$ cat config.mk
export PLATFORM = sky130hd
export DESIGN_NAME = fpg_front
export DESIGN_NICKNAME = d
export VERILOG_FILES = /design/src/hw/rtl/fpg_pkg.sv /design/src/hw/rtl/fpg_front.sv
export SDC_FILE = /design/constraint.sdc
export NUM_CORES = 1
export LEC_CHECK = 0
export BUFFER_PORTS_ARGS = -buffer_cell sky130_fd_sc_hd__clkbuf_2
export CAP_MARGIN = 20
export CORE_UTILIZATION = 42
export CTS_CLUSTER_DIAMETER = 120
export DETAILED_ROUTE_END_ITERATION = 6
export PLACE_DENSITY = 0.6
export SYNTH_ARGS = -nofsm -noshare
export SYNTH_HDL_FRONTEND = slang
export SYNTH_SLANG_ARGS = --single-unit
$ cat constraint.sdc
create_clock -name i_clk -period 5.6 [get_ports i_clk]
set_input_delay 0.28 -clock i_clk [delete_from_list [all_inputs] [get_ports i_clk]]
set_output_delay 0.28 -clock i_clk [all_outputs]
set_load 0.02 [all_outputs]
$ cat src/hw/rtl/fpg_pkg.sv
// Shared types, constants and lookup tables for the fuzzy P/D gain scheduler.
// Holds the breakpoint, rule and centre tables and the band search function.
// No dependencies.
`default_nettype none

package fpg_pkg;

    // Label count that takes part in defuzzification (range 2..7)
    localparam int LEVELS  = 7;
    // Size of every breakpoint, rule and centre table
    localparam int TBL_N   = 7;

    localparam int IN_W    = 16;
    localparam int MAG_W   = 15;
    localparam int X_W     = MAG_W + 4;      // magnitude times ten
    localparam int BP_W    = 9;              // breakpoints in tenths
    localparam int BAND_W  = 3;
    localparam int LAB_W   = 3;
    localparam int W_W     = 7;              // band weights and band widths
    localparam int PROD_W  = 2 * W_W;        // corner weight product
    localparam int DEN_W   = 2 * W_W;        // error width times rate width
    localparam int CEN_W   = 8;              // centre values
    localparam int TERM_W  = PROD_W + CEN_W;
    localparam int SUM_W   = TERM_W + 2;     // sum of four corner terms
    localparam int SCL_W   = 7;              // centre scale factors
    localparam int DSC_W   = DEN_W + SCL_W;  // scaled denominator
    localparam int DIV_W   = DSC_W + 1;      // doubled denominator
    localparam int NUM_W   = 32;             // rounding numerator
    localparam int Q_W     = 16;             // quotient, Q4.12
    localparam int FRAC_SH = 13;             // 2 * 4096
    localparam int N_LANE  = 2;
    localparam int LANE_P  = 0;
    localparam int LANE_D  = 1;
    localparam int P_SCALE = 100;
    localparam int D_SCALE = 10;

    typedef logic [BP_W-1:0]  t_bp  [TBL_N];
    typedef logic [LAB_W-1:0] t_rule [TBL_N][TBL_N];
    typedef logic [CEN_W-1:0] t_cen [TBL_N];

    localparam t_bp ERR_BP  = '{9'd0, 9'd45, 9'd90, 9'd135, 9'd170, 9'd235, 9'd270};
    localparam t_bp RATE_BP = '{9'd0, 9'd47, 9'd58, 9'd44, 9'd51, 9'd65, 9'd85};

    localparam t_rule KP_RULES = '{
        '{3'd2, 3'd1, 3'd1, 3'd1, 3'd1, 3'd0, 3'd0},
        '{3'd2, 3'd2, 3'd1, 3'd1, 3'd1, 3'd1, 3'd0},
        '{3'd3, 3'd2, 3'd2, 3'd2, 3'd2, 3'd1, 3'd1},
        '{3'd4, 3'd4, 3'd3, 3'd3, 3'd2, 3'd1, 3'd1},
        '{3'd4, 3'd4, 3'd4, 3'd3, 3'd2, 3'd2, 3'd1},
        '{3'd5, 3'd5, 3'd5, 3'd4, 3'd4, 3'd3, 3'd2},
        '{3'd6, 3'd6, 3'd5, 3'd5, 3'd4, 3'd3, 3'd3}
    };

    localparam t_rule KD_RULES = '{
        '{3'd3, 3'd3, 3'd4, 3'd5, 3'd5, 3'd6, 3'd6},
        '{3'd3, 3'd3, 3'd4, 3'd4, 3'd5, 3'd5, 3'd5},
        '{3'd2, 3'd3, 3'd3, 3'd4, 3'd5, 3'd5, 3'd5},
        '{3'd1, 3'd2, 3'd2, 3'd3, 3'd3, 3'd4, 3'd5},
        '{3'd1, 3'd1, 3'd2, 3'd2, 3'd3, 3'd3, 3'd3},
        '{3'd0, 3'd1, 3'd1, 3'd1, 3'd2, 3'd2, 3'd3},
        '{3'd0, 3'd0, 3'd1, 3'd1, 3'd1, 3'd2, 3'd2}
    };

    // P centres in hundredths, D centres in tenths
    localparam t_cen P_CENTRE = '{8'd91, 8'd98, 8'd100, 8'd114, 8'd122, 8'd128, 8'd135};
    localparam t_cen D_CENTRE = '{8'd35, 8'd45, 8'd50, 8'd65, 8'd70, 8'd75, 8'd95};

    typedef struct packed {
        logic signed [IN_W-1:0] error_value;
        logic signed [IN_W-1:0] error_rate_value;
    } t_in;

    typedef struct packed {
        logic [Q_W-1:0] gain_p;
        logic [Q_W-1:0] gain_d;
    } t_out;

    typedef struct packed {
        logic [BAND_W-1:0] band;
        logic [W_W-1:0]    num;
        logic [W_W-1:0]    den;
    } t_band;

    // Bands and corner weights of one request
    typedef struct packed {
        logic [BAND_W-1:0] eb;
        logic [BAND_W-1:0] rb;
        logic [W_W-1:0]    we0;
        logic [W_W-1:0]    we1;
        logic [W_W-1:0]    wr0;
        logic [W_W-1:0]    wr1;
        logic [W_W-1:0]    de;
        logic [W_W-1:0]    dr;
    } t_band_req;

    // Rounding numerators and doubled denominators, one lane per gain
    typedef struct packed {
        logic [N_LANE-1:0][NUM_W-1:0] num;
        logic [N_LANE-1:0][DIV_W-1:0] dv;
    } t_div_req;

    // Magnitude of a 16-bit signed value, saturating at the positive limit
    function automatic logic [MAG_W-1:0] mag_sat(input logic [IN_W-1:0] v);
        logic [IN_W-1:0] neg;
        neg = ~v + IN_W'(1);
        if (!v[IN_W-1]) begin
            mag_sat = v[MAG_W-1:0];
        end else if (neg[IN_W-1]) begin
            mag_sat = '1;
        end else begin
            mag_sat = neg[MAG_W-1:0];
        end
    endfunction

    // Comparisons run in table order, so a non-monotonic table skips bands
    function automatic t_band find_band(input t_bp bp, input logic [MAG_W-1:0] mag);
        t_band          b;
        logic [X_W-1:0] x10;
        logic           hit;
        int             d;
        x10    = X_W'(mag) * X_W'(10);
        b.band = BAND_W'(TBL_N - 1);
        b.num  = W_W'(1);
        b.den  = W_W'(1);
        hit    = 1'b0;
        d      = 0;
        if (x10 < X_W'(bp[0])) begin
            b.band = '0;
            hit    = 1'b1;
        end
        for (int k = 1; k < TBL_N; k++) begin
            if (!hit && x10 < X_W'(bp[k])) begin
                hit    = 1'b1;
                b.band = BAND_W'(k - 1);
                d      = int'(bp[k]) - int'(bp[k-1]);
                if (d > 0) begin
                    b.num = W_W'(X_W'(bp[k]) - x10);
                    b.den = W_W'(d);
                end
            end
        end
        return b;
    endfunction

    // Out-of-table indexes read label 0; such corners are always dropped
    function automatic logic [LAB_W-1:0] rule_p(input logic [BAND_W-1:0] row,
                                                input logic [BAND_W-1:0] col);
        rule_p = '0;
        if (int'(row) < TBL_N && int'(col) < TBL_N) begin
            rule_p = KP_RULES[row][col];
        end
    endfunction

    function automatic logic [LAB_W-1:0] rule_d(input logic [BAND_W-1:0] row,
                                                input logic [BAND_W-1:0] col);
        rule_d = '0;
        if (int'(row) < TBL_N && int'(col) < TBL_N) begin
            rule_d = KD_RULES[row][col];
        end
    endfunction

    function automatic logic [CEN_W-1:0] centre_p(input logic [LAB_W-1:0] lab);
        centre_p = '0;
        if (int'(lab) < TBL_N) begin
            centre_p = P_CENTRE[lab];
        end
    endfunction

    function automatic logic [CEN_W-1:0] centre_d(input logic [LAB_W-1:0] lab);
        centre_d = '0;
        if (int'(lab) < TBL_N) begin
            centre_d = D_CENTRE[lab];
        end
    endfunction

endpackage

`default_nettype wire

$ cat src/hw/rtl/fpg_front.sv
// Front end: input magnitudes, then band and membership weight per axis.
// Two register stages; uses fpg_pkg.
`default_nettype none

module fpg_front import fpg_pkg::*; (
    input  wire logic      i_clk,
    input  wire logic      i_rst_n,
    input  wire logic      i_in_valid,
    output logic           o_in_ready,
    input  wire t_in       i_in_data,
    output logic           o_out_valid,
    input  wire logic      i_out_ready,
    output t_band_req      o_out_data
);

    logic             r_v_a;
    logic [MAG_W-1:0] r_mag_e;
    logic [MAG_W-1:0] r_mag_r;
    logic             r_v_b;
    t_band_req        r_b;

    logic             ld_a;
    logic             ld_b;
    t_band            band_e;
    t_band            band_r;
    t_band_req        n_b;

    assign ld_b       = !r_v_b || i_out_ready;
    assign ld_a       = !r_v_a || ld_b;
    assign o_in_ready = ld_a;

    always_comb begin
        band_e  = find_band(ERR_BP, r_mag_e);
        band_r  = find_band(RATE_BP, r_mag_r);
        n_b.eb  = band_e.band;
        n_b.rb  = band_r.band;
        n_b.we0 = band_e.num;
        n_b.we1 = band_e.den - band_e.num;
        n_b.wr0 = band_r.num;
        n_b.wr1 = band_r.den - band_r.num;
        n_b.de  = band_e.den;
        n_b.dr  = band_r.den;
    end

    always_ff @(posedge i_clk) begin
        if (!i_rst_n) begin
            r_v_a <= 1'b0;
            r_v_b <= 1'b0;
        end else begin
            if (ld_a) r_v_a <= i_in_valid;
            if (ld_b) r_v_b <= r_v_a;
        end
    end

    always_ff @(posedge i_clk) begin
        if (ld_a && i_in_valid) begin
            r_mag_e <= mag_sat(i_in_data.error_value);
            r_mag_r <= mag_sat(i_in_data.error_rate_value);
        end
        if (ld_b && r_v_a) begin
            r_b <= n_b;
        end
    end

    assign o_out_valid = r_v_b;
    assign o_out_data  = r_b;

endmodule

`default_nettype wire

==> out/qor.txt <==
Status: finished, final reports clean
Max_slew headroom: 0.513
Pwr/cell area: 300 mW/mm^2
Layout Nets: 910
Yosys top cell by area: edfxtp_1
Worst-Skew Late Latency: 0.34 ns
Tcrit/Tclk final: 0.932
Initial antenna violation count: 0
Synth Register Bits: 76
ANT nets after route: 0
Hold WC Path Type: in -> reg
Pre-Repair DR Iteration Count: 5
Row cnt: 45
Async SR Flop Fraction: 0
TNS Setup: 0 ns
Placed Cells incl. Taps: 961
CTS H-tree lvls: 3
RSZ-0062 raised after global routing: no
Area of the die: 0.0160 mm^2
Max Transition Viols Final: 0
CTS tree: yes
Number of synthesized flops with an enable pin: 74
Sw Share: 0.397
Leak: 3.20 nW
Syn avg cell area: 9.28 um^2
Total CTS buffers: 9
DR WL/cell: 14.5 um
Die H: 126 um
Slew @ Worst Pin: 0.728 ns
Setup crit end kind: register
Most used DFF post-synth: edfxtp_1
Worst-path fanout max: 6
Peak VDD IR: 0.148 mV
Largest family of logic cells by synthesized area: compound AO/OA/AOI/OAI gates
Period minus WS final: 5.22 ns
Syn-to-layout area delta: 14.1%
Simple-Gate Fraction of Synth Area: 0.162
Ports: 86
Die width: 126 um
GRT Total Usage: 0.181
GP Congestion: 0.914
Post-synthesis cell type count: 72
Post-synthesis adder-cell area fraction: 0.176
Mux contribution to synthesized area: 0.00923
Initial Utilization: 0.430
Area contributors post-synth: edfxtp_1 34%, ha_1 16%, nand2_1 5.1%
Share of cells above drive strength 1: 0.152
Setup violators final: 0
Total grt overflow: 0
Core region area: 0.0151 mm^2
Routed WL: 14100 um
Port-buffer cells: 82
Synth Area in Compound Gates: 0.193
CP Data Arrival Time: 5.31 ns
Clk_skew: 0.0109 ns
Root buffer cell: clkbuf_16
Crit path kind: reg -> reg
Antenna cell count: 0
Via density: 5.52
Clock-pin slew on the worst setup and hold paths: 0.06 ns
Vias in the first global route: 5061
First-pass GRT wire length: 23500 um
Setup crit start kind: register
Non-filler cells, final: 978
DRC: 0
Total chip power: 2.23 mW
Required time worst endpoint: 5.69 ns
Final Hold Fails: 0
# clock sinks: 76
Post-Syn Area: 0.00651 mm^2
Internal power: 1.34 mW
Via Count: 5400
Sequential element share of the synthesized area: 0.348
Fmax: 192 MHz
Number of DRC markers in iteration 0: 240
Combinational group share of total power: 0.448
MaxCap Viol Count: 0
Sw power: 0.886 mW
Clock Tree Buf Depth: 2
Top cell type's share of synthesized area: 0.341
Pin count of the biggest net entering global routing: 45
Clock Power Share: 0.247
XOR/XNOR share of the synthesized area: 0.0725
Synth Warn #: 0
Sequential fraction of design power: 0.305
Cells after Synth: 701
Detailed-placement wirelength estimate: 11200 um
## metal layers
layer  vias to the layer above  GRT usage  part of all wire
met3                        18     0.0287             0.046
met1                      2482      0.245              0.49
li1                       2750          -                 -
met5                         -          0                 0
met2                       150      0.290              0.45
met4                         0     0.0680             0.015
## placed cells by master (no fill, tap or decap), types with 12 or more instances in the layout
cell and instances:
nand2_1 88, ha_1 85, clkbuf_2 82, edfxtp_1 74
a21oi_1 51, nor2_1 48, inv_1 39, o21ai_0 37
xor2_1 30, xnor2_1 22, nand3_1 17, a31oi_1 13
a21o_1 12, nor3_1 12
## Yosys cell counts (all sizes together) (7+ instances only)
library cell and count:
inv 41, and2 8, nor2 49, nor3 13, a31oi 13, nor2b 11
nand2 88, nand2b 8, ha 85, o21a 9, xor2 30, edfxtp 74
nand3 17, xnor2 23, and3 7, clkbuf 13, o21ai 41, a21oi 53
a21o 12
## critical path: stages (launching register included)
cell and delay (ns):
edfxtp_1 0.41, ha_1 0.32, ha_1 0.23, fa_1 0.44, a211o_1 0.33, a221o_1 0.34
a21o_1 0.22, a21oi_4 0.19, o31ai_1 0.11, a2111oi_2 0.36, nand4b_1 0.21, or2_1 0.33
nor2_1 0.14, ha_1 0.15, inv_1 0.06, fa_1 0.40, a21oi_1 0.16, nor2_1 0.06
nor2_1 0.17, o21bai_1 0.08, a21oi_1 0.17, xor2_1 0.09
## state kept, by name (all words and copies together), names as in the netlist
name,cells
r_mag_e,15
o_out_data,44
r_mag_r,15
r_v_a,1
o_out_valid,1
## logic make-up after synthesis
group                      after synthesis
AOI/OAI and AO/OA                      190
xor gates and xnor gates                53
adders and majority gates               89
buffers and inverters                   60
DFF                                     76
muxes                                    6
other                                    2
and+or+nand+nor                        225
## power groups by stage
stage	registers, mW	logic (mW)	clock network (mW)
floorplan	0.709	0.715	0
global placement	0.692	0.981	0
detailed placement	0.694	0.977	0
CTS	0.682	0.984	0.567
global route	0.684	1.11	0.586
finish	0.680	0.999	0.550
## area by class of cell
| cell class | instances | area (um^2) |
|---|---|---|
| Timing Repair Buffer | 91 | 478 |
| Multi-Input combinational cell | 566 | 4010 |
| Fill cell | 1422 | 7720 |
| Tap cell | 188 | 235 |
| Clock buffer | 9 | 225 |
| Inverter | 41 | 154 |
| Sequential cell | 76 | 2260 |
| Clock inverter | 7 | 56.3 |
## metrics by stage
step                area, um^2  utilization  hold slack (ns)  setup WS [ns]
global route              7420        0.490            0.177         0.0421
CTS                       7410        0.489            0.152          0.301
finish                    7420        0.490            0.162          0.380
floorplan                 6510            -            0.398          0.580
detailed placement        7130        0.471            0.517          0.320
global placement          7130        0.471            0.495          0.509
## path summary, 6_finish.rpt
path                              from                  endpoint  slack [ns]  cells after the start
setup / recovery  r_mag_r[1]$_DFFE_PP_  o_out_data[20]$_DFFE_PP_        0.38                     21
hold / removal                 i_rst_n  o_out_valid$_SDFFE_PN0P_        0.16                      2
setup reg to reg  r_mag_r[1]$_DFFE_PP_  o_out_data[20]$_DFFE_PP_        0.38                     21
hold reg to reg     r_v_a$_SDFFE_PN0N_  o_out_valid$_SDFFE_PN0P_        0.55                      1
## what timing repair did
item | 4_1_cts | 5_1_grt
setup buffers | 0 | 1
gates resized for setup | 0 | 2
hold buffers | 0 | 0
setup endpoints to repair | 0 | 1
Note: power is estimated with default switching activity, not from simulation.
