[config.mk]
export PLATFORM = sky130hd
export DESIGN_NAME = fpg_div
export DESIGN_NICKNAME = d
export VERILOG_FILES = /design/src/hw/rtl/fpg_pkg.sv /design/src/hw/rtl/fpg_div.sv
export SDC_FILE = /design/constraint.sdc
export NUM_CORES = 2
export LEC_CHECK = 0
export ABC_CLOCK_PERIOD_IN_PS = 30900
export BUFFER_PORTS_ARGS = -buffer_cell sky130_fd_sc_hd__buf_2
export CELL_PAD_IN_SITES_DETAIL_PLACEMENT = 0
export CELL_PAD_IN_SITES_GLOBAL_PLACEMENT = 2
export CORE_ASPECT_RATIO = 2
export CORE_MARGIN = 2
export CORE_UTILIZATION = 50
export CTS_BUF_LIST = sky130_fd_sc_hd__clkbuf_2
export DETAILED_ROUTE_END_ITERATION = 8
export GPL_TIMING_DRIVEN = 0
export PLACE_DENSITY = 0.95
export SLEW_MARGIN = 20
export SYNTH_ARGS = -nofsm -noshare
export SYNTH_HDL_FRONTEND = slang
export SYNTH_SLANG_ARGS = --single-unit
[constraint.sdc]
create_clock -name i_clk -period 30.9 [get_ports i_clk]
set_input_delay 9.27 -clock i_clk [delete_from_list [all_inputs] [get_ports i_clk]]
set_output_delay 9.27 -clock i_clk [all_outputs]
set_load 0.01 [all_outputs]
[src/hw/rtl/fpg_pkg.sv]
// Shared types, constants and lookup tables for the fuzzy P/D gain scheduler.
// Holds the breakpoint, rule and centre tables and the band search function.
// No dependencies.
`default_nettype none

package fpg_pkg;

    // Label count that takes part in defuzzification (range 2..7)
    localparam int LEVELS  = 7;
    // Size of every breakpoint, rule and centre table
    localparam int TBL_N   = 7;

    localparam int IN_W    = 16;
    localparam int MAG_W   = 15;
    localparam int X_W     = MAG_W + 4;      // magnitude times ten
    localparam int BP_W    = 9;              // breakpoints in tenths
    localparam int BAND_W  = 3;
    localparam int LAB_W   = 3;
    localparam int W_W     = 7;              // band weights and band widths
    localparam int PROD_W  = 2 * W_W;        // corner weight product
    localparam int DEN_W   = 2 * W_W;        // error width times rate width
    localparam int CEN_W   = 8;              // centre values
    localparam int TERM_W  = PROD_W + CEN_W;
    localparam int SUM_W   = TERM_W + 2;     // sum of four corner terms
    localparam int SCL_W   = 7;              // centre scale factors
    localparam int DSC_W   = DEN_W + SCL_W;  // scaled denominator
    localparam int DIV_W   = DSC_W + 1;      // doubled denominator
    localparam int NUM_W   = 32;             // rounding numerator
    localparam int Q_W     = 16;             // quotient, Q4.12
    localparam int FRAC_SH = 13;             // 2 * 4096
    localparam int N_LANE  = 2;
    localparam int LANE_P  = 0;
    localparam int LANE_D  = 1;
    localparam int P_SCALE = 100;
    localparam int D_SCALE = 10;

    typedef logic [BP_W-1:0]  t_bp  [TBL_N];
    typedef logic [LAB_W-1:0] t_rule [TBL_N][TBL_N];
    typedef logic [CEN_W-1:0] t_cen [TBL_N];

    localparam t_bp ERR_BP  = '{9'd0, 9'd45, 9'd90, 9'd135, 9'd170, 9'd235, 9'd270};
    localparam t_bp RATE_BP = '{9'd0, 9'd47, 9'd58, 9'd44, 9'd51, 9'd65, 9'd85};

    localparam t_rule KP_RULES = '{
        '{3'd2, 3'd1, 3'd1, 3'd1, 3'd1, 3'd0, 3'd0},
        '{3'd2, 3'd2, 3'd1, 3'd1, 3'd1, 3'd1, 3'd0},
        '{3'd3, 3'd2, 3'd2, 3'd2, 3'd2, 3'd1, 3'd1},
        '{3'd4, 3'd4, 3'd3, 3'd3, 3'd2, 3'd1, 3'd1},
        '{3'd4, 3'd4, 3'd4, 3'd3, 3'd2, 3'd2, 3'd1},
        '{3'd5, 3'd5, 3'd5, 3'd4, 3'd4, 3'd3, 3'd2},
        '{3'd6, 3'd6, 3'd5, 3'd5, 3'd4, 3'd3, 3'd3}
    };

    localparam t_rule KD_RULES = '{
        '{3'd3, 3'd3, 3'd4, 3'd5, 3'd5, 3'd6, 3'd6},
        '{3'd3, 3'd3, 3'd4, 3'd4, 3'd5, 3'd5, 3'd5},
        '{3'd2, 3'd3, 3'd3, 3'd4, 3'd5, 3'd5, 3'd5},
        '{3'd1, 3'd2, 3'd2, 3'd3, 3'd3, 3'd4, 3'd5},
        '{3'd1, 3'd1, 3'd2, 3'd2, 3'd3, 3'd3, 3'd3},
        '{3'd0, 3'd1, 3'd1, 3'd1, 3'd2, 3'd2, 3'd3},
        '{3'd0, 3'd0, 3'd1, 3'd1, 3'd1, 3'd2, 3'd2}
    };

    // P centres in hundredths, D centres in tenths
    localparam t_cen P_CENTRE = '{8'd91, 8'd98, 8'd100, 8'd114, 8'd122, 8'd128, 8'd135};
    localparam t_cen D_CENTRE = '{8'd35, 8'd45, 8'd50, 8'd65, 8'd70, 8'd75, 8'd95};

    typedef struct packed {
        logic signed [IN_W-1:0] error_value;
        logic signed [IN_W-1:0] error_rate_value;
    } t_in;

    typedef struct packed {
        logic [Q_W-1:0] gain_p;
        logic [Q_W-1:0] gain_d;
    } t_out;

    typedef struct packed {
        logic [BAND_W-1:0] band;
        logic [W_W-1:0]    num;
        logic [W_W-1:0]    den;
    } t_band;

    // Bands and corner weights of one request
    typedef struct packed {
        logic [BAND_W-1:0] eb;
        logic [BAND_W-1:0] rb;
        logic [W_W-1:0]    we0;
        logic [W_W-1:0]    we1;
        logic [W_W-1:0]    wr0;
        logic [W_W-1:0]    wr1;
        logic [W_W-1:0]    de;
        logic [W_W-1:0]    dr;
    } t_band_req;

    // Rounding numerators and doubled denominators, one lane per gain
    typedef struct packed {
        logic [N_LANE-1:0][NUM_W-1:0] num;
        logic [N_LANE-1:0][DIV_W-1:0] dv;
    } t_div_req;

    // Magnitude of a 16-bit signed value, saturating at the positive limit
    function automatic logic [MAG_W-1:0] mag_sat(input logic [IN_W-1:0] v);
        logic [IN_W-1:0] neg;
        neg = ~v + IN_W'(1);
        if (!v[IN_W-1]) begin
            mag_sat = v[MAG_W-1:0];
        end else if (neg[IN_W-1]) begin
            mag_sat = '1;
        end else begin
            mag_sat = neg[MAG_W-1:0];
        end
    endfunction

    // Comparisons run in table order, so a non-monotonic table skips bands
    function automatic t_band find_band(input t_bp bp, input logic [MAG_W-1:0] mag);
        t_band          b;
        logic [X_W-1:0] x10;
        logic           hit;
        int             d;
        x10    = X_W'(mag) * X_W'(10);
        b.band = BAND_W'(TBL_N - 1);
        b.num  = W_W'(1);
        b.den  = W_W'(1);
        hit    = 1'b0;
        d      = 0;
        if (x10 < X_W'(bp[0])) begin
            b.band = '0;
            hit    = 1'b1;
        end
        for (int k = 1; k < TBL_N; k++) begin
            if (!hit && x10 < X_W'(bp[k])) begin
                hit    = 1'b1;
                b.band = BAND_W'(k - 1);
                d      = int'(bp[k]) - int'(bp[k-1]);
                if (d > 0) begin
                    b.num = W_W'(X_W'(bp[k]) - x10);
                    b.den = W_W'(d);
                end
            end
        end
        return b;
    endfunction

    // Out-of-table indexes read label 0; such corners are always dropped
    function automatic logic [LAB_W-1:0] rule_p(input logic [BAND_W-1:0] row,
                                                input logic [BAND_W-1:0] col);
        rule_p = '0;
        if (int'(row) < TBL_N && int'(col) < TBL_N) begin
            rule_p = KP_RULES[row][col];
        end
    endfunction

    function automatic logic [LAB_W-1:0] rule_d(input logic [BAND_W-1:0] row,
                                                input logic [BAND_W-1:0] col);
        rule_d = '0;
        if (int'(row) < TBL_N && int'(col) < TBL_N) begin
            rule_d = KD_RULES[row][col];
        end
    endfunction

    function automatic logic [CEN_W-1:0] centre_p(input logic [LAB_W-1:0] lab);
        centre_p = '0;
        if (int'(lab) < TBL_N) begin
            centre_p = P_CENTRE[lab];
        end
    endfunction

    function automatic logic [CEN_W-1:0] centre_d(input logic [LAB_W-1:0] lab);
        centre_d = '0;
        if (int'(lab) < TBL_N) begin
            centre_d = D_CENTRE[lab];
        end
    endfunction

endpackage

`default_nettype wire

[src/hw/rtl/fpg_div.sv]
// Pipelined restoring divider, one quotient bit per stage, two lanes (P, D).
// The last stage is the output register; uses fpg_pkg.
`default_nettype none

module fpg_div import fpg_pkg::*; (
    input  wire logic     i_clk,
    input  wire logic     i_rst_n,
    input  wire logic     i_in_valid,
    output logic          o_in_ready,
    input  wire t_div_req i_in_data,
    output logic          o_out_valid,
    input  wire logic     i_out_ready,
    output t_out          o_out_data
);

    // partial remainder above, numerator bits turning into quotient below
    localparam int ACC_W = DIV_W + Q_W;

    logic [N_LANE-1:0][ACC_W-1:0] r_acc [Q_W];
    logic [N_LANE-1:0][DIV_W-1:0] r_dv  [Q_W];
    logic [Q_W-1:0]               r_v;

    logic [N_LANE-1:0][ACC_W-1:0] w_src    [Q_W];
    logic [N_LANE-1:0][DIV_W-1:0] w_dv_src [Q_W];
    logic [N_LANE-1:0][ACC_W-1:0] n_acc    [Q_W];
    logic [Q_W-1:0]               w_v_src;
    logic [Q_W:0]                 ld;

    function automatic logic [ACC_W-1:0] div_step(input logic [ACC_W-1:0] a,
                                                  input logic [DIV_W-1:0] dv);
        logic [DIV_W:0] t;
        logic           ge;
        logic [DIV_W:0] rem;
        t   = {a[ACC_W-1:Q_W], a[Q_W-1]};
        ge  = t >= {1'b0, dv};
        rem = ge ? t - {1'b0, dv} : t;
        return {rem[DIV_W-1:0], a[Q_W-2:0], ge};
    endfunction

    // Hold a stage while it is full and the next one cannot take it
    always_comb begin
        ld[Q_W] = i_out_ready;
        for (int k = Q_W - 1; k >= 0; k--) begin
            ld[k] = !r_v[k] || ld[k+1];
        end
    end
    assign o_in_ready = ld[0];

    // The quotient fits in Q_W bits, so the upper numerator bits start below dv
    always_comb begin
        for (int l = 0; l < N_LANE; l++) begin
            w_src[0][l] = {DIV_W'(i_in_data.num[l][NUM_W-1:Q_W]),
                           i_in_data.num[l][Q_W-1:0]};
        end
        w_dv_src[0] = i_in_data.dv;
        w_v_src[0]  = i_in_valid;
        for (int k = 1; k < Q_W; k++) begin
            w_src[k]    = r_acc[k-1];
            w_dv_src[k] = r_dv[k-1];
            w_v_src[k]  = r_v[k-1];
        end
        for (int k = 0; k < Q_W; k++) begin
            for (int l = 0; l < N_LANE; l++) begin
                n_acc[k][l] = div_step(w_src[k][l], w_dv_src[k][l]);
            end
        end
    end

    always_ff @(posedge i_clk) begin
        if (!i_rst_n) begin
            r_v <= '0;
        end else begin
            for (int k = 0; k < Q_W; k++) begin
                if (ld[k]) r_v[k] <= w_v_src[k];
            end
        end
    end

    always_ff @(posedge i_clk) begin
        for (int k = 0; k < Q_W; k++) begin
            if (ld[k] && w_v_src[k]) begin
                r_acc[k] <= n_acc[k];
                r_dv[k]  <= w_dv_src[k];
            end
        end
    end

    assign o_out_valid       = r_v[Q_W-1];
    assign o_out_data.gain_p = r_acc[Q_W-1][LANE_P][Q_W-1:0];
    assign o_out_data.gain_d = r_acc[Q_W-1][LANE_D][Q_W-1:0];

endmodule

`default_nettype wire

==> run summary <==
EDFF count, synth: 1832
Post-CTS Resized: 0
CP Class: in2out
mean post-synth cell area: 12.1 µm²
Routed WL: 247 mm
Pwr Total: 4650 µW
routability cong.: 1.01
top_reg_cell synth: edfxtp_1
final worst slack: 9660 ps
largest area contributor in the synthesized netlist: edfxtp_1
endpoints failing setup: 0
Max-Cap Viols: 0
CTS sink cnt: 1848
Sw Share: 0.249
status: completed
P_sw: 1160 µW
Post-Syn Nets: 8803
Pint: 3490 µW
Syn-to-layout area delta: 9.60%
gr usage total: 0.252
worst-path fanout max: 6
crit-path cells: buf_2, nor2b_1, and3_1, and2_1, nand3_1, nor3_1, and2_1, and3_1, nand2_1, buf_2
RSZ-0062 raised after global routing: no
Final nets: 9415
Num CTS Buffers: 405
Seq cells post-synth: 1848
DR DRC count: 0
critical path data required time: 21630 ps
Util after Layout: 0.551
highest-delay cell along the critical path: nor3_1
Reg2Reg Setup Slack: 25590 ps
IO Pins: 146
synthesized instance count: 7967
Cell Count Post-Placement: 10700
Tightest Hold Check Type: reg2reg
Synth cell types: 86
R2R cell count: 12
Cell Rows: 228
Starting Density: 0.503
vias: 62900
Startpoint Class: input pin
Skew-Pair Late Insertion Delay: 1710 ps
r2r startpoint: r_dv[1][1]$_DFFE_PP_
PortBufs: 145
post-synth top area share: 0.568
Die Height: 626 µm
sequential area share after synthesis: 0.572
H-tree lvl count: 5
Die X: 315 µm
dpl ws: 9690 ps
vias in the first global route: 67800
PwrDens: 43.8 mW/mm²
total grt overflow: 0
peak supply drop: 0.0345 mV
Slew HR: 0.208
cell family with most CP delay: simple AND/OR/NAND/NOR gates
first-pass GRT wire length: 372 mm
CTS root buffer: clkbuf_2
hold path start: r_acc[0][190]$_DFFE_PP_
Combinational Power Share: 0.068
TNS Setup: 0 ps
Clk pwr share: 0.334
layout cells sized above 1: 0.143
Post-DP HPWL: 201 mm
fin crit share: 0.687
Flop pwr share: 0.598
TritonRoute pass-1 iters: 5
CTS clk-pin slew, worst paths: 100 ps
Fin. Hold Viols: 0
Post-CTS Setup Repair Bufs: 0
# fillers: 16600
largest net degree at the start of global routing: 59
Vias/cell: 5.50
Worst Path Arrival: 11970 ps
Slew @ Worst Pin: 1180 ps
hold depth: 0
Hold Buf Count CTS: 0
Clock Tree Buf Depth: 4
1st-iter DRT viols: 2420
Reg-to-Reg End: r_acc[1][93]$_DFFE_PP_
Routed Antenna Nets: 0
FMAX: 0.0471 GHz
Lkg Pwr: 0.0425 µW
CP endpoint kind: output port
skew final: 128 ps
initial antenna violation count: 16
DR WL/cell: 21.6 µm
die area: 0.197 mm²
CTS tree: yes
core area: 0.193 mm²
hold worst-path end: r_acc[0][267]$_DFFE_PP_
synth top area cells: edfxtp_1 (57%), ha_1 (9.0%), mux2_2 (3.6%), inv_1 (3.4%), a21oi_1 (2.7%)
asr flop ratio synth: 0
yosys warns: 0
Post-Syn Area: 0.0968 mm²
min Tclk post-route: 21240 ps
Layout Cells excl Fill: 11400
crit-path max cell delay: 490 ps
Final Max Slew Viols: 0
CP bufs+invs: 2
==> area by class of cell <==
class                           count  area [µm²]  area share
Timing Repair Buffer              205        2110      0.0199
Tap cell                         2530        3170      0.0298
Multi-Input combinational cell   5084       37500       0.354
Buffer                            153         754     0.00711
Inverter                          882        3310      0.0312
Sequential cell                  1848       55300       0.522
Antenna cell                       19        47.5    0.000448
Clock inverter                    184        1140      0.0108
Clock buffer                      536        2680      0.0253
==> worst reg2reg max path: cells and delay by family (launching register included) <==
| kind | cells | cell delay (ps) |
|---|---|---|
| AOI/OAI and AO/OA | 6 | 2380 |
| adders and majority gates | 1 | 310 |
| buffers and inverters | 2 | 450 |
| DFF | 1 | 680 |
| muxes | 1 | 870 |
| and+or+nand+nor | 2 | 260 |
==> power by group through the flow <==
stage | clock, µW | combinational, µW | sequential [µW]
global route | 1730 | 348 | 2790
finish | 1550 | 314 | 2780
global placement | 0 | 303 | 2850
CTS | 1620 | 316 | 2780
detailed placement | 0 | 314 | 2840
floorplan | 0 | 225 | 2840
==> sequential cells by signal, summed over array words and instances (netlist names) <==
register  cells
r_acc      1172
r_dv        660
r_v          16
==> metal layers <==
metal | routed length (µm) | part of all wire | GRT usage | vias to the layer above
met5 | 35 | 0.00014 | 0 | -
li1 | - | - | - | 30800
met2 | 147000 | 0.60 | 0.532 | 1297
met4 | 28800 | 0.12 | 0.253 | 6
met1 | 63500 | 0.26 | 0.167 | 30000
met3 | 7570 | 0.031 | 0.0372 | 807
==> cell families after synthesis <==
| family | synth area share |
|---|---|
| XOR/XNOR | 0.0425 |
| AO/OA/AOI/OAI | 0.122 |
| multiplexers | 0.0423 |
| buffers and inverters | 0.0420 |
| AND/OR/NAND/NOR | 0.0839 |
| flip-flops | 0.572 |
| adder cells (fa/ha/maj) | 0.0959 |
==> cell usage in the layout, fill, tap and decap left out, types with 27 or more instances in the layout <==
cell,synthesis,layout
a211oi_1,55,55
nand2_1,425,425
o21bai_1,57,57
mux2i_1,41,41
edfxtp_1,1832,1832
a21oi_1,528,528
clkinv_1,0,116
buf_2,30,176
o31ai_1,44,44
nor2_1,435,435
inv_1,881,881
xnor2_1,287,287
nand4_1,87,87
fa_1,30,30
clkbuf_2,0,536
clkinv_2,0,38
nand3_1,127,127
and2_1,35,32
a31oi_1,62,62
nor4_1,27,27
clkbuf_1,81,81
o21ai_0,458,458
nand2b_1,93,93
o21a_1,108,108
nor2b_1,118,109
ha_1,694,694
o31a_1,35,35
a21o_1,253,253
nor3_1,118,118
buf_4,34,34
or3_1,34,34
buf_12,0,33
and3_1,57,57
xor2_1,183,183
or2_2,32,32
mux2_2,311,311
==> synthesized netlist by cell type (32+ instances only) <==
cell type / instances
edfxtp_1: 1832
inv_1: 881
ha_1: 694
a21oi_1: 528
o21ai_0: 458
nor2_1: 435
nand2_1: 425
mux2_2: 311
xnor2_1: 287
a21o_1: 253
xor2_1: 183
nand3_1: 127
nor2b_1: 118
nor3_1: 118
o21a_1: 108
nand2b_1: 93
nand4_1: 87
clkbuf_1: 81
a31oi_1: 62
and3_1: 57
o21bai_1: 57
a211oi_1: 55
o31ai_1: 44
mux2i_1: 41
and2_1: 35
o31a_1: 35
buf_4: 34
or3_1: 34
or2_2: 32
==> metrics by stage <==
stage | area (µm²) | hold WS (ps)
after floorplan | 96800 | 400
after global placement | 101000 | 401
after detailed placement | 102000 | 405
after CTS | 106000 | 338
after global routing | 106000 | 351
final | 106000 | 352
==> worst max-delay path by stage <==
stage | from | endpoint | slack [ps] | depth (start not counted)
after CTS | i_out_ready | o_in_ready | 9680 | 10
final | i_out_ready | o_in_ready | 9660 | 10
after global placement | i_out_ready | r_acc[1][48]$_DFFE_PP_ | 7060 | 7
after detailed placement | i_out_ready | o_in_ready | 9690 | 10
after floorplan | i_out_ready | o_in_ready | 10890 | 8
after global routing | i_out_ready | o_in_ready | 9410 | 10
Power figures use the tool's default switching activity.
