### config.mk
export PLATFORM = sky130hd
export DESIGN_NAME = fpg_rules
export DESIGN_NICKNAME = d
export VERILOG_FILES = /design/src/hw/rtl/fpg_pkg.sv /design/src/hw/rtl/fpg_rules.sv
export SDC_FILE = /design/constraint.sdc
export NUM_CORES = 2
export LEC_CHECK = 0
export ABC_AREA = 1
export BUFFER_PORTS_ARGS = -buffer_cell sky130_fd_sc_hd__buf_2
export CAP_MARGIN = 40
export CORE_MARGIN = 5
export CORE_UTILIZATION = 60
export CTS_BUF_LIST = sky130_fd_sc_hd__clkbuf_8
export CTS_CLUSTER_DIAMETER = 30
export DETAILED_ROUTE_END_ITERATION = 10
export PLACE_DENSITY = 0.77
export SLEW_MARGIN = 10
export SYNTH_ARGS = -nofsm -noshare
export SYNTH_HDL_FRONTEND = slang
export SYNTH_SLANG_ARGS = --single-unit
### constraint.sdc
create_clock -name i_clk -period 10.2 [get_ports i_clk]
set_input_delay 2.04 -clock i_clk [delete_from_list [all_inputs] [get_ports i_clk]]
set_output_delay 2.04 -clock i_clk [all_outputs]
set_load 0.01 [all_outputs]
### src/hw/rtl/fpg_pkg.sv
// Shared types, constants and lookup tables for the fuzzy P/D gain scheduler.
// Holds the breakpoint, rule and centre tables and the band search function.
// No dependencies.
`default_nettype none

package fpg_pkg;

    // Label count that takes part in defuzzification (range 2..7)
    localparam int LEVELS  = 7;
    // Size of every breakpoint, rule and centre table
    localparam int TBL_N   = 7;

    localparam int IN_W    = 16;
    localparam int MAG_W   = 15;
    localparam int X_W     = MAG_W + 4;      // magnitude times ten
    localparam int BP_W    = 9;              // breakpoints in tenths
    localparam int BAND_W  = 3;
    localparam int LAB_W   = 3;
    localparam int W_W     = 7;              // band weights and band widths
    localparam int PROD_W  = 2 * W_W;        // corner weight product
    localparam int DEN_W   = 2 * W_W;        // error width times rate width
    localparam int CEN_W   = 8;              // centre values
    localparam int TERM_W  = PROD_W + CEN_W;
    localparam int SUM_W   = TERM_W + 2;     // sum of four corner terms
    localparam int SCL_W   = 7;              // centre scale factors
    localparam int DSC_W   = DEN_W + SCL_W;  // scaled denominator
    localparam int DIV_W   = DSC_W + 1;      // doubled denominator
    localparam int NUM_W   = 32;             // rounding numerator
    localparam int Q_W     = 16;             // quotient, Q4.12
    localparam int FRAC_SH = 13;             // 2 * 4096
    localparam int N_LANE  = 2;
    localparam int LANE_P  = 0;
    localparam int LANE_D  = 1;
    localparam int P_SCALE = 100;
    localparam int D_SCALE = 10;

    typedef logic [BP_W-1:0]  t_bp  [TBL_N];
    typedef logic [LAB_W-1:0] t_rule [TBL_N][TBL_N];
    typedef logic [CEN_W-1:0] t_cen [TBL_N];

    localparam t_bp ERR_BP  = '{9'd0, 9'd45, 9'd90, 9'd135, 9'd170, 9'd235, 9'd270};
    localparam t_bp RATE_BP = '{9'd0, 9'd47, 9'd58, 9'd44, 9'd51, 9'd65, 9'd85};

    localparam t_rule KP_RULES = '{
        '{3'd2, 3'd1, 3'd1, 3'd1, 3'd1, 3'd0, 3'd0},
        '{3'd2, 3'd2, 3'd1, 3'd1, 3'd1, 3'd1, 3'd0},
        '{3'd3, 3'd2, 3'd2, 3'd2, 3'd2, 3'd1, 3'd1},
        '{3'd4, 3'd4, 3'd3, 3'd3, 3'd2, 3'd1, 3'd1},
        '{3'd4, 3'd4, 3'd4, 3'd3, 3'd2, 3'd2, 3'd1},
        '{3'd5, 3'd5, 3'd5, 3'd4, 3'd4, 3'd3, 3'd2},
        '{3'd6, 3'd6, 3'd5, 3'd5, 3'd4, 3'd3, 3'd3}
    };

    localparam t_rule KD_RULES = '{
        '{3'd3, 3'd3, 3'd4, 3'd5, 3'd5, 3'd6, 3'd6},
        '{3'd3, 3'd3, 3'd4, 3'd4, 3'd5, 3'd5, 3'd5},
        '{3'd2, 3'd3, 3'd3, 3'd4, 3'd5, 3'd5, 3'd5},
        '{3'd1, 3'd2, 3'd2, 3'd3, 3'd3, 3'd4, 3'd5},
        '{3'd1, 3'd1, 3'd2, 3'd2, 3'd3, 3'd3, 3'd3},
        '{3'd0, 3'd1, 3'd1, 3'd1, 3'd2, 3'd2, 3'd3},
        '{3'd0, 3'd0, 3'd1, 3'd1, 3'd1, 3'd2, 3'd2}
    };

    // P centres in hundredths, D centres in tenths
    localparam t_cen P_CENTRE = '{8'd91, 8'd98, 8'd100, 8'd114, 8'd122, 8'd128, 8'd135};
    localparam t_cen D_CENTRE = '{8'd35, 8'd45, 8'd50, 8'd65, 8'd70, 8'd75, 8'd95};

    typedef struct packed {
        logic signed [IN_W-1:0] error_value;
        logic signed [IN_W-1:0] error_rate_value;
    } t_in;

    typedef struct packed {
        logic [Q_W-1:0] gain_p;
        logic [Q_W-1:0] gain_d;
    } t_out;

    typedef struct packed {
        logic [BAND_W-1:0] band;
        logic [W_W-1:0]    num;
        logic [W_W-1:0]    den;
    } t_band;

    // Bands and corner weights of one request
    typedef struct packed {
        logic [BAND_W-1:0] eb;
        logic [BAND_W-1:0] rb;
        logic [W_W-1:0]    we0;
        logic [W_W-1:0]    we1;
        logic [W_W-1:0]    wr0;
        logic [W_W-1:0]    wr1;
        logic [W_W-1:0]    de;
        logic [W_W-1:0]    dr;
    } t_band_req;

    // Rounding numerators and doubled denominators, one lane per gain
    typedef struct packed {
        logic [N_LANE-1:0][NUM_W-1:0] num;
        logic [N_LANE-1:0][DIV_W-1:0] dv;
    } t_div_req;

    // Magnitude of a 16-bit signed value, saturating at the positive limit
    function automatic logic [MAG_W-1:0] mag_sat(input logic [IN_W-1:0] v);
        logic [IN_W-1:0] neg;
        neg = ~v + IN_W'(1);
        if (!v[IN_W-1]) begin
            mag_sat = v[MAG_W-1:0];
        end else if (neg[IN_W-1]) begin
            mag_sat = '1;
        end else begin
            mag_sat = neg[MAG_W-1:0];
        end
    endfunction

    // Comparisons run in table order, so a non-monotonic table skips bands
    function automatic t_band find_band(input t_bp bp, input logic [MAG_W-1:0] mag);
        t_band          b;
        logic [X_W-1:0] x10;
        logic           hit;
        int             d;
        x10    = X_W'(mag) * X_W'(10);
        b.band = BAND_W'(TBL_N - 1);
        b.num  = W_W'(1);
        b.den  = W_W'(1);
        hit    = 1'b0;
        d      = 0;
        if (x10 < X_W'(bp[0])) begin
            b.band = '0;
            hit    = 1'b1;
        end
        for (int k = 1; k < TBL_N; k++) begin
            if (!hit && x10 < X_W'(bp[k])) begin
                hit    = 1'b1;
                b.band = BAND_W'(k - 1);
                d      = int'(bp[k]) - int'(bp[k-1]);
                if (d > 0) begin
                    b.num = W_W'(X_W'(bp[k]) - x10);
                    b.den = W_W'(d);
                end
            end
        end
        return b;
    endfunction

    // Out-of-table indexes read label 0; such corners are always dropped
    function automatic logic [LAB_W-1:0] rule_p(input logic [BAND_W-1:0] row,
                                                input logic [BAND_W-1:0] col);
        rule_p = '0;
        if (int'(row) < TBL_N && int'(col) < TBL_N) begin
            rule_p = KP_RULES[row][col];
        end
    endfunction

    function automatic logic [LAB_W-1:0] rule_d(input logic [BAND_W-1:0] row,
                                                input logic [BAND_W-1:0] col);
        rule_d = '0;
        if (int'(row) < TBL_N && int'(col) < TBL_N) begin
            rule_d = KD_RULES[row][col];
        end
    endfunction

    function automatic logic [CEN_W-1:0] centre_p(input logic [LAB_W-1:0] lab);
        centre_p = '0;
        if (int'(lab) < TBL_N) begin
            centre_p = P_CENTRE[lab];
        end
    endfunction

    function automatic logic [CEN_W-1:0] centre_d(input logic [LAB_W-1:0] lab);
        centre_d = '0;
        if (int'(lab) < TBL_N) begin
            centre_d = D_CENTRE[lab];
        end
    endfunction

endpackage

`default_nettype wire

### src/hw/rtl/fpg_rules.sv
// Rule evaluation: corner weights, rule labels, centre-weighted sums and the
// rounding numerator and denominator per gain. Three stages; uses fpg_pkg.
`default_nettype none

module fpg_rules import fpg_pkg::*; (
    input  wire logic      i_clk,
    input  wire logic      i_rst_n,
    input  wire logic      i_in_valid,
    output logic           o_in_ready,
    input  wire t_band_req i_in_data,
    output logic           o_out_valid,
    input  wire logic      i_out_ready,
    output t_div_req       o_out_data
);

    localparam int N_CRN = 4;

    // stage C: corner products, labels, enables
    logic                          r_v_c;
    logic [N_CRN-1:0][PROD_W-1:0]  r_prod;
    logic [N_CRN-1:0][LAB_W-1:0]   r_lab_p;
    logic [N_CRN-1:0][LAB_W-1:0]   r_lab_d;
    logic [N_CRN-1:0]              r_use;
    logic [DEN_W-1:0]              r_den;
    // stage D: centre-weighted terms, scaled denominators
    logic                          r_v_d;
    logic [N_CRN-1:0][TERM_W-1:0]  r_term_p;
    logic [N_CRN-1:0][TERM_W-1:0]  r_term_d;
    logic [DSC_W-1:0]              r_dsc_p;
    logic [DSC_W-1:0]              r_dsc_d;
    // stage E: divider request
    logic                          r_v_e;
    t_div_req                      r_req;

    logic                          ld_c;
    logic                          ld_d;
    logic                          ld_e;
    logic [N_CRN-1:0][PROD_W-1:0]  n_prod;
    logic [N_CRN-1:0][LAB_W-1:0]   n_lab_p;
    logic [N_CRN-1:0][LAB_W-1:0]   n_lab_d;
    logic [N_CRN-1:0]              n_use;
    logic [N_CRN-1:0][TERM_W-1:0]  n_term_p;
    logic [N_CRN-1:0][TERM_W-1:0]  n_term_d;
    logic [BAND_W-1:0]             eb1;
    logic [BAND_W-1:0]             rb1;
    logic [SUM_W-1:0]              sum_p;
    logic [SUM_W-1:0]              sum_d;
    t_div_req                      n_req;

    assign ld_e       = !r_v_e || i_out_ready;
    assign ld_d       = !r_v_d || ld_e;
    assign ld_c       = !r_v_c || ld_d;
    assign o_in_ready = ld_c;

    // Corners: own cell, error neighbour, rate neighbour, diagonal
    always_comb begin
        eb1 = i_in_data.eb + BAND_W'(1);
        rb1 = i_in_data.rb + BAND_W'(1);
        n_prod[0] = PROD_W'(i_in_data.wr0) * PROD_W'(i_in_data.we0);
        n_prod[1] = PROD_W'(i_in_data.wr0) * PROD_W'(i_in_data.we1);
        n_prod[2] = PROD_W'(i_in_data.wr1) * PROD_W'(i_in_data.we0);
        n_prod[3] = PROD_W'(i_in_data.wr1) * PROD_W'(i_in_data.we1);
        n_lab_p[0] = rule_p(i_in_data.rb, i_in_data.eb);
        n_lab_p[1] = rule_p(i_in_data.rb, eb1);
        n_lab_p[2] = rule_p(rb1, i_in_data.eb);
        n_lab_p[3] = rule_p(rb1, eb1);
        n_lab_d[0] = rule_d(i_in_data.rb, i_in_data.eb);
        n_lab_d[1] = rule_d(i_in_data.rb, eb1);
        n_lab_d[2] = rule_d(rb1, i_in_data.eb);
        n_lab_d[3] = rule_d(rb1, eb1);
        // drop neighbours past the top edge
        n_use[0] = 1'b1;
        n_use[1] = (int'(i_in_data.eb) < LEVELS - 1) && (int'(i_in_data.rb) <= LEVELS - 1);
        n_use[2] = (int'(i_in_data.rb) < LEVELS - 1) && (int'(i_in_data.eb) <= LEVELS - 1);
        n_use[3] = (int'(i_in_data.eb) < LEVELS - 1) && (int'(i_in_data.rb) < LEVELS - 1);
    end

    // Labels at or above LEVELS contribute nothing
    always_comb begin
        for (int c = 0; c < N_CRN; c++) begin
            n_term_p[c] = '0;
            n_term_d[c] = '0;
            if (r_use[c] && int'(r_lab_p[c]) < LEVELS) begin
                n_term_p[c] = TERM_W'(r_prod[c]) * TERM_W'(centre_p(r_lab_p[c]));
            end
            if (r_use[c] && int'(r_lab_d[c]) < LEVELS) begin
                n_term_d[c] = TERM_W'(r_prod[c]) * TERM_W'(centre_d(r_lab_d[c]));
            end
        end
    end

    // numerator = 8192 * sum + scaled den, divisor = 2 * scaled den: round half up
    always_comb begin
        sum_p = SUM_W'(r_term_p[0]) + SUM_W'(r_term_p[1])
              + SUM_W'(r_term_p[2]) + SUM_W'(r_term_p[3]);
        sum_d = SUM_W'(r_term_d[0]) + SUM_W'(r_term_d[1])
              + SUM_W'(r_term_d[2]) + SUM_W'(r_term_d[3]);
        n_req.num[LANE_P] = (NUM_W'(sum_p) << FRAC_SH) + NUM_W'(r_dsc_p);
        n_req.num[LANE_D] = (NUM_W'(sum_d) << FRAC_SH) + NUM_W'(r_dsc_d);
        n_req.dv[LANE_P]  = {r_dsc_p, 1'b0};
        n_req.dv[LANE_D]  = {r_dsc_d, 1'b0};
    end

    always_ff @(posedge i_clk) begin
        if (!i_rst_n) begin
            r_v_c <= 1'b0;
            r_v_d <= 1'b0;
            r_v_e <= 1'b0;
        end else begin
            if (ld_c) r_v_c <= i_in_valid;
            if (ld_d) r_v_d <= r_v_c;
            if (ld_e) r_v_e <= r_v_d;
        end
    end

    always_ff @(posedge i_clk) begin
        if (ld_c && i_in_valid) begin
            r_prod  <= n_prod;
            r_lab_p <= n_lab_p;
            r_lab_d <= n_lab_d;
            r_use   <= n_use;
            r_den   <= DEN_W'(i_in_data.de) * DEN_W'(i_in_data.dr);
        end
        if (ld_d && r_v_c) begin
            r_term_p <= n_term_p;
            r_term_d <= n_term_d;
            r_dsc_p  <= DSC_W'(r_den) * DSC_W'(P_SCALE);
            r_dsc_d  <= DSC_W'(r_den) * DSC_W'(D_SCALE);
        end
        if (ld_e && r_v_d) begin
            r_req <= n_req;
        end
    end

    assign o_out_valid = r_v_e;
    assign o_out_data  = r_req;

endmodule

`default_nettype wire

==> results.md <==
Logic synthesis:
- The share of the Yosys chip area taken by registers is 20.06%.
- A synthesized cell averages 8.238 sq um.
- The synthesized netlist cell count is 6488.
- In this run, synthesis inferred 355 flip-flops with an integrated enable.
- Yosys mapped the design onto 61 distinct sky130hd cell types.
- The most used flip-flop cell after synthesis is edfxtp_1.
- Counting flops with an async set or reset pin after synthesis yields a share of 0%.
- The most area-hungry cell type in the Yosys netlist is fa_1.
- The number of synthesized register bits is 358.
- The count of synthesis-stage warnings from yosys is 0.
- The share of the synthesized area in the top cell type is 26.97%.
- By area the synthesized netlist is led by fa_1 27%, edfxtp_1 20%, ha_1 14%, inv_1 11%, nand2_1 8.1%.
- Summing every instance area after synthesis gives 0.05345 sq mm.

Global routing:
- The number of antenna violations at the first check in global routing was 4.
- Entering global routing, the biggest net connects 73 pins.
- The total global-route track usage is 29.09%.
- The total grt overflow is 0.
- The first global-routing pass estimated 221900 um of wire.
- The number of global-route vias before repair is 42.99k.

Timing:
- The final count of pins violating max slew is 0.
- The worst hold slack after final layout is 409.8 ps.
- The maximum clock frequency is 0.1647 GHz.
- The count of endpoints failing hold in the final timing report was 0.
- The final critical path takes up 59.53% of the cycle.
- The setup clock skew after layout is 35.27 ps.
- The clock period could shrink to 6072 ps.
- The total setup violations reported at the end of the flow is 0.
- Setup repair after global routing left no endpoint under its margin.
- For the pin with the worst max-slew slack, the measured transition is 987.7 ps.
- The remaining max-slew budget at the tightest pin is 33.65%.
- After routing, the total negative slack on setup checks comes to 0 ps.

Floorplanning:
- The die outline area is 0.09515 sq mm.
- The total I/O pin count is 162.
- The die is 308.5 um wide.
- The floorplan core area is 0.08837 sq mm.
- The floorplan has 109 rows.
- The vertical die dimension is 308.5 um.
- The initial utilization of the core area, before any placement, comes to 60.48%.

Hold path:
- The worst hold path passes through 0 cells.
- The worst hold path belongs to the class flop to flop.

Setup path:
- For the worst setup path, the data arrival time is 6480 ps.
- The worst setup path is of the flop to flop kind.
- The critical-path maximum fanout is 16.
- The worst setup path is launched from a flop.
- The worst setup path is captured at a flop.
- In this run the number of cells on the critical path is 25.
- The cell repeated most along the worst path is nand2_1.
- The family of cells with the greatest summed delay on the critical path is adder cells.
- In this design, the stage delay of the slowest critical-path cell is 550 ps.
- The critical path required time is 10610 ps.
- For this design, the slowest cell found on the critical path is ha_1.
- The depth of the most critical reg-to-reg path is 25.
- The number of buffers and inverters on the critical path is 5.

Detailed routing:
- After detailed routing, the number of vias per cell comes to 5.467.
- The first-pass iteration count of the detailed router is 10.
- The routed via count is 42.87k.
- Dividing the detail-routed wire length by the instance count gives 17.44 um.
- For this run, design rule violations remaining after detail routing come to 0.
- For this block, the routed nets add up to 136800 um of wire.
- The final antenna-violating net count is 0.
- The detailed router finished its first iteration with 3416 violations.

Clock tree:
- The number of post-CTS setup repair buffers is 0.
- The number of hold buffers added after cts is 0.
- The H-tree was split into 3 levels.
- Clock tree synthesis inserted a total of 85 buffers.
- Clock-pin slew was measured on the worst setup and hold paths at 60 ps.
- The total of cells resized after clock tree synthesis is 0.
- For the worst-skew pair, the clock arrives at the later sink with an insertion delay of 690 ps.
- The cell chosen for the clock root is clkbuf_8.
- The deepest clock path buffer count is 3.
- TritonCTS built the clock tree.
- The tree built by TritonCTS fans out to 358 sinks.

Status:
- The flow ran to the end, and the final reports show no timing, DRC or antenna violations.

Place:
- The instance area at placement is 0.05515 sq mm.
- The total of buffers placed on input and output ports is 150.
- The global placer's final weighted congestion is 1.004.
- The post-detailed-placement half-perimeter wirelength is 112500 um.

Cells and area:
- The layout-stage area growth over the synthesis result is 6.868%.
- The layout has 7421 filler cells.
- Once layout is done, the placed cells without fillers occupy 0.05712 sq mm.
- For this run, the share of the core covered by cells in the final layout is 64.63%.
- The number of nets in the layout is 7977.
- The proportion of layout cells with a drive suffix above 1 is 5.350%.

Job:
- The number of violations of the max-capacitance limit is 0.
-- kinds of logic after synthesis --
logic type | share of synthesized area (%)
compound gates | 7.290
xor+xnor | 2.556
fa+ha+maj | 41.04
buf+inv | 12.35
flops | 20.06
mux | 0.01873
other cells | 0.007016
simple gates | 16.68
-- area by class of cell --
type	instances	area, sq um	share of cell area (%)
clock buffer	85	1170	2.048
clock inverter	71	757.0	1.325
sequential	358	10720	18.77
tap	1165	1458	2.552
timing repair buffer	170	938.4	1.643
multi-input combinational	4422	36170	63.33
antenna	3	7.507	0.01314
inverter	1567	5894	10.32
-- worst paths after layout --
kind	from	end	slack, ps
max	r_lab_p[1]$_SDFFCE_PN0P_	r_term_p[18]$_SDFFCE_PP0P_	4130
min	r_dsc_p[7]$_DFFE_PP_	o_out_data[8]$_DFFE_PP_	410
max reg2reg	r_lab_p[1]$_SDFFCE_PN0P_	r_term_p[18]$_SDFFCE_PP0P_	4130
min reg2reg	r_dsc_p[7]$_DFFE_PP_	o_out_data[8]$_DFFE_PP_	410
-- cells in the mapped netlist (24+ instances only) --
cell / instances
nor3_1: 34
clkbuf_1: 111
edfxtp_1: 355
inv_1: 1515
nand3_1: 176
buf_4: 37
ha_1: 601
clkinv_1: 27
xor2_1: 107
nor2_1: 799
xnor2_1: 49
nand4_1: 41
a21o_1: 24
inv_2: 24
nand2_1: 1149
a21oi_1: 346
fa_1: 720
o21ai_0: 178
-- per-layer routing --
| metal | GRT usage, % | vias up | routed length [um] |
|---|---|---|---|
| met3 | 4.683 | 273 | 11170 |
| met5 | 0 | - | 27 |
| met2 | 47.36 | 1733 | 63550 |
| met1 | 39.47 | 20664 | 56320 |
| li1 | - | 20196 | - |
| met4 | 11.45 | 4 | 5701 |
-- registers in the layout (all words and copies together) (netlist names) --
signal and count:
r_term_d 76, r_dsc_d 17, r_lab_p 12, r_use 3, o_out_valid 1, r_v_d 1
r_dsc_p 17, r_lab_d 12, o_out_data 72, r_v_c 1, r_den 14, r_term_p 76
r_prod 56
-- placed cells by master, fill, tap and decap left out, drive strengths merged, types with 7 or more instances in the layout --
cell / instances
clkinv: 54
o2111ai: 9
o211ai: 10
clkbuf: 85
a21boi: 12
a31o: 7
clkinvlp: 12
o21ai: 185
buf: 170
conb: 11
nand4: 41
xnor2: 49
nand3b: 9
bufinv: 12
fa: 720
o21a: 21
ha: 601
a211oi: 7
o21bai: 21
nor2: 809
inv: 1560
a21oi: 348
edfxtp: 355
o22ai: 16
or2: 8
nand3: 176
a21o: 24
nand2: 1153
a31oi: 11
xor2: 107
nor3: 34
-- per-stage QoR --
step	setup WS (ps)	cells
after floorplan	3771	6498
after global placement	4281	7674
after CTS	4236	7836
final	4128	7841
after global routing	3797	7839
after detailed placement	4194	7680
Power is not shown: default switching activity piles up to over one toggle a cycle in this logic, so the estimate is an artifact.
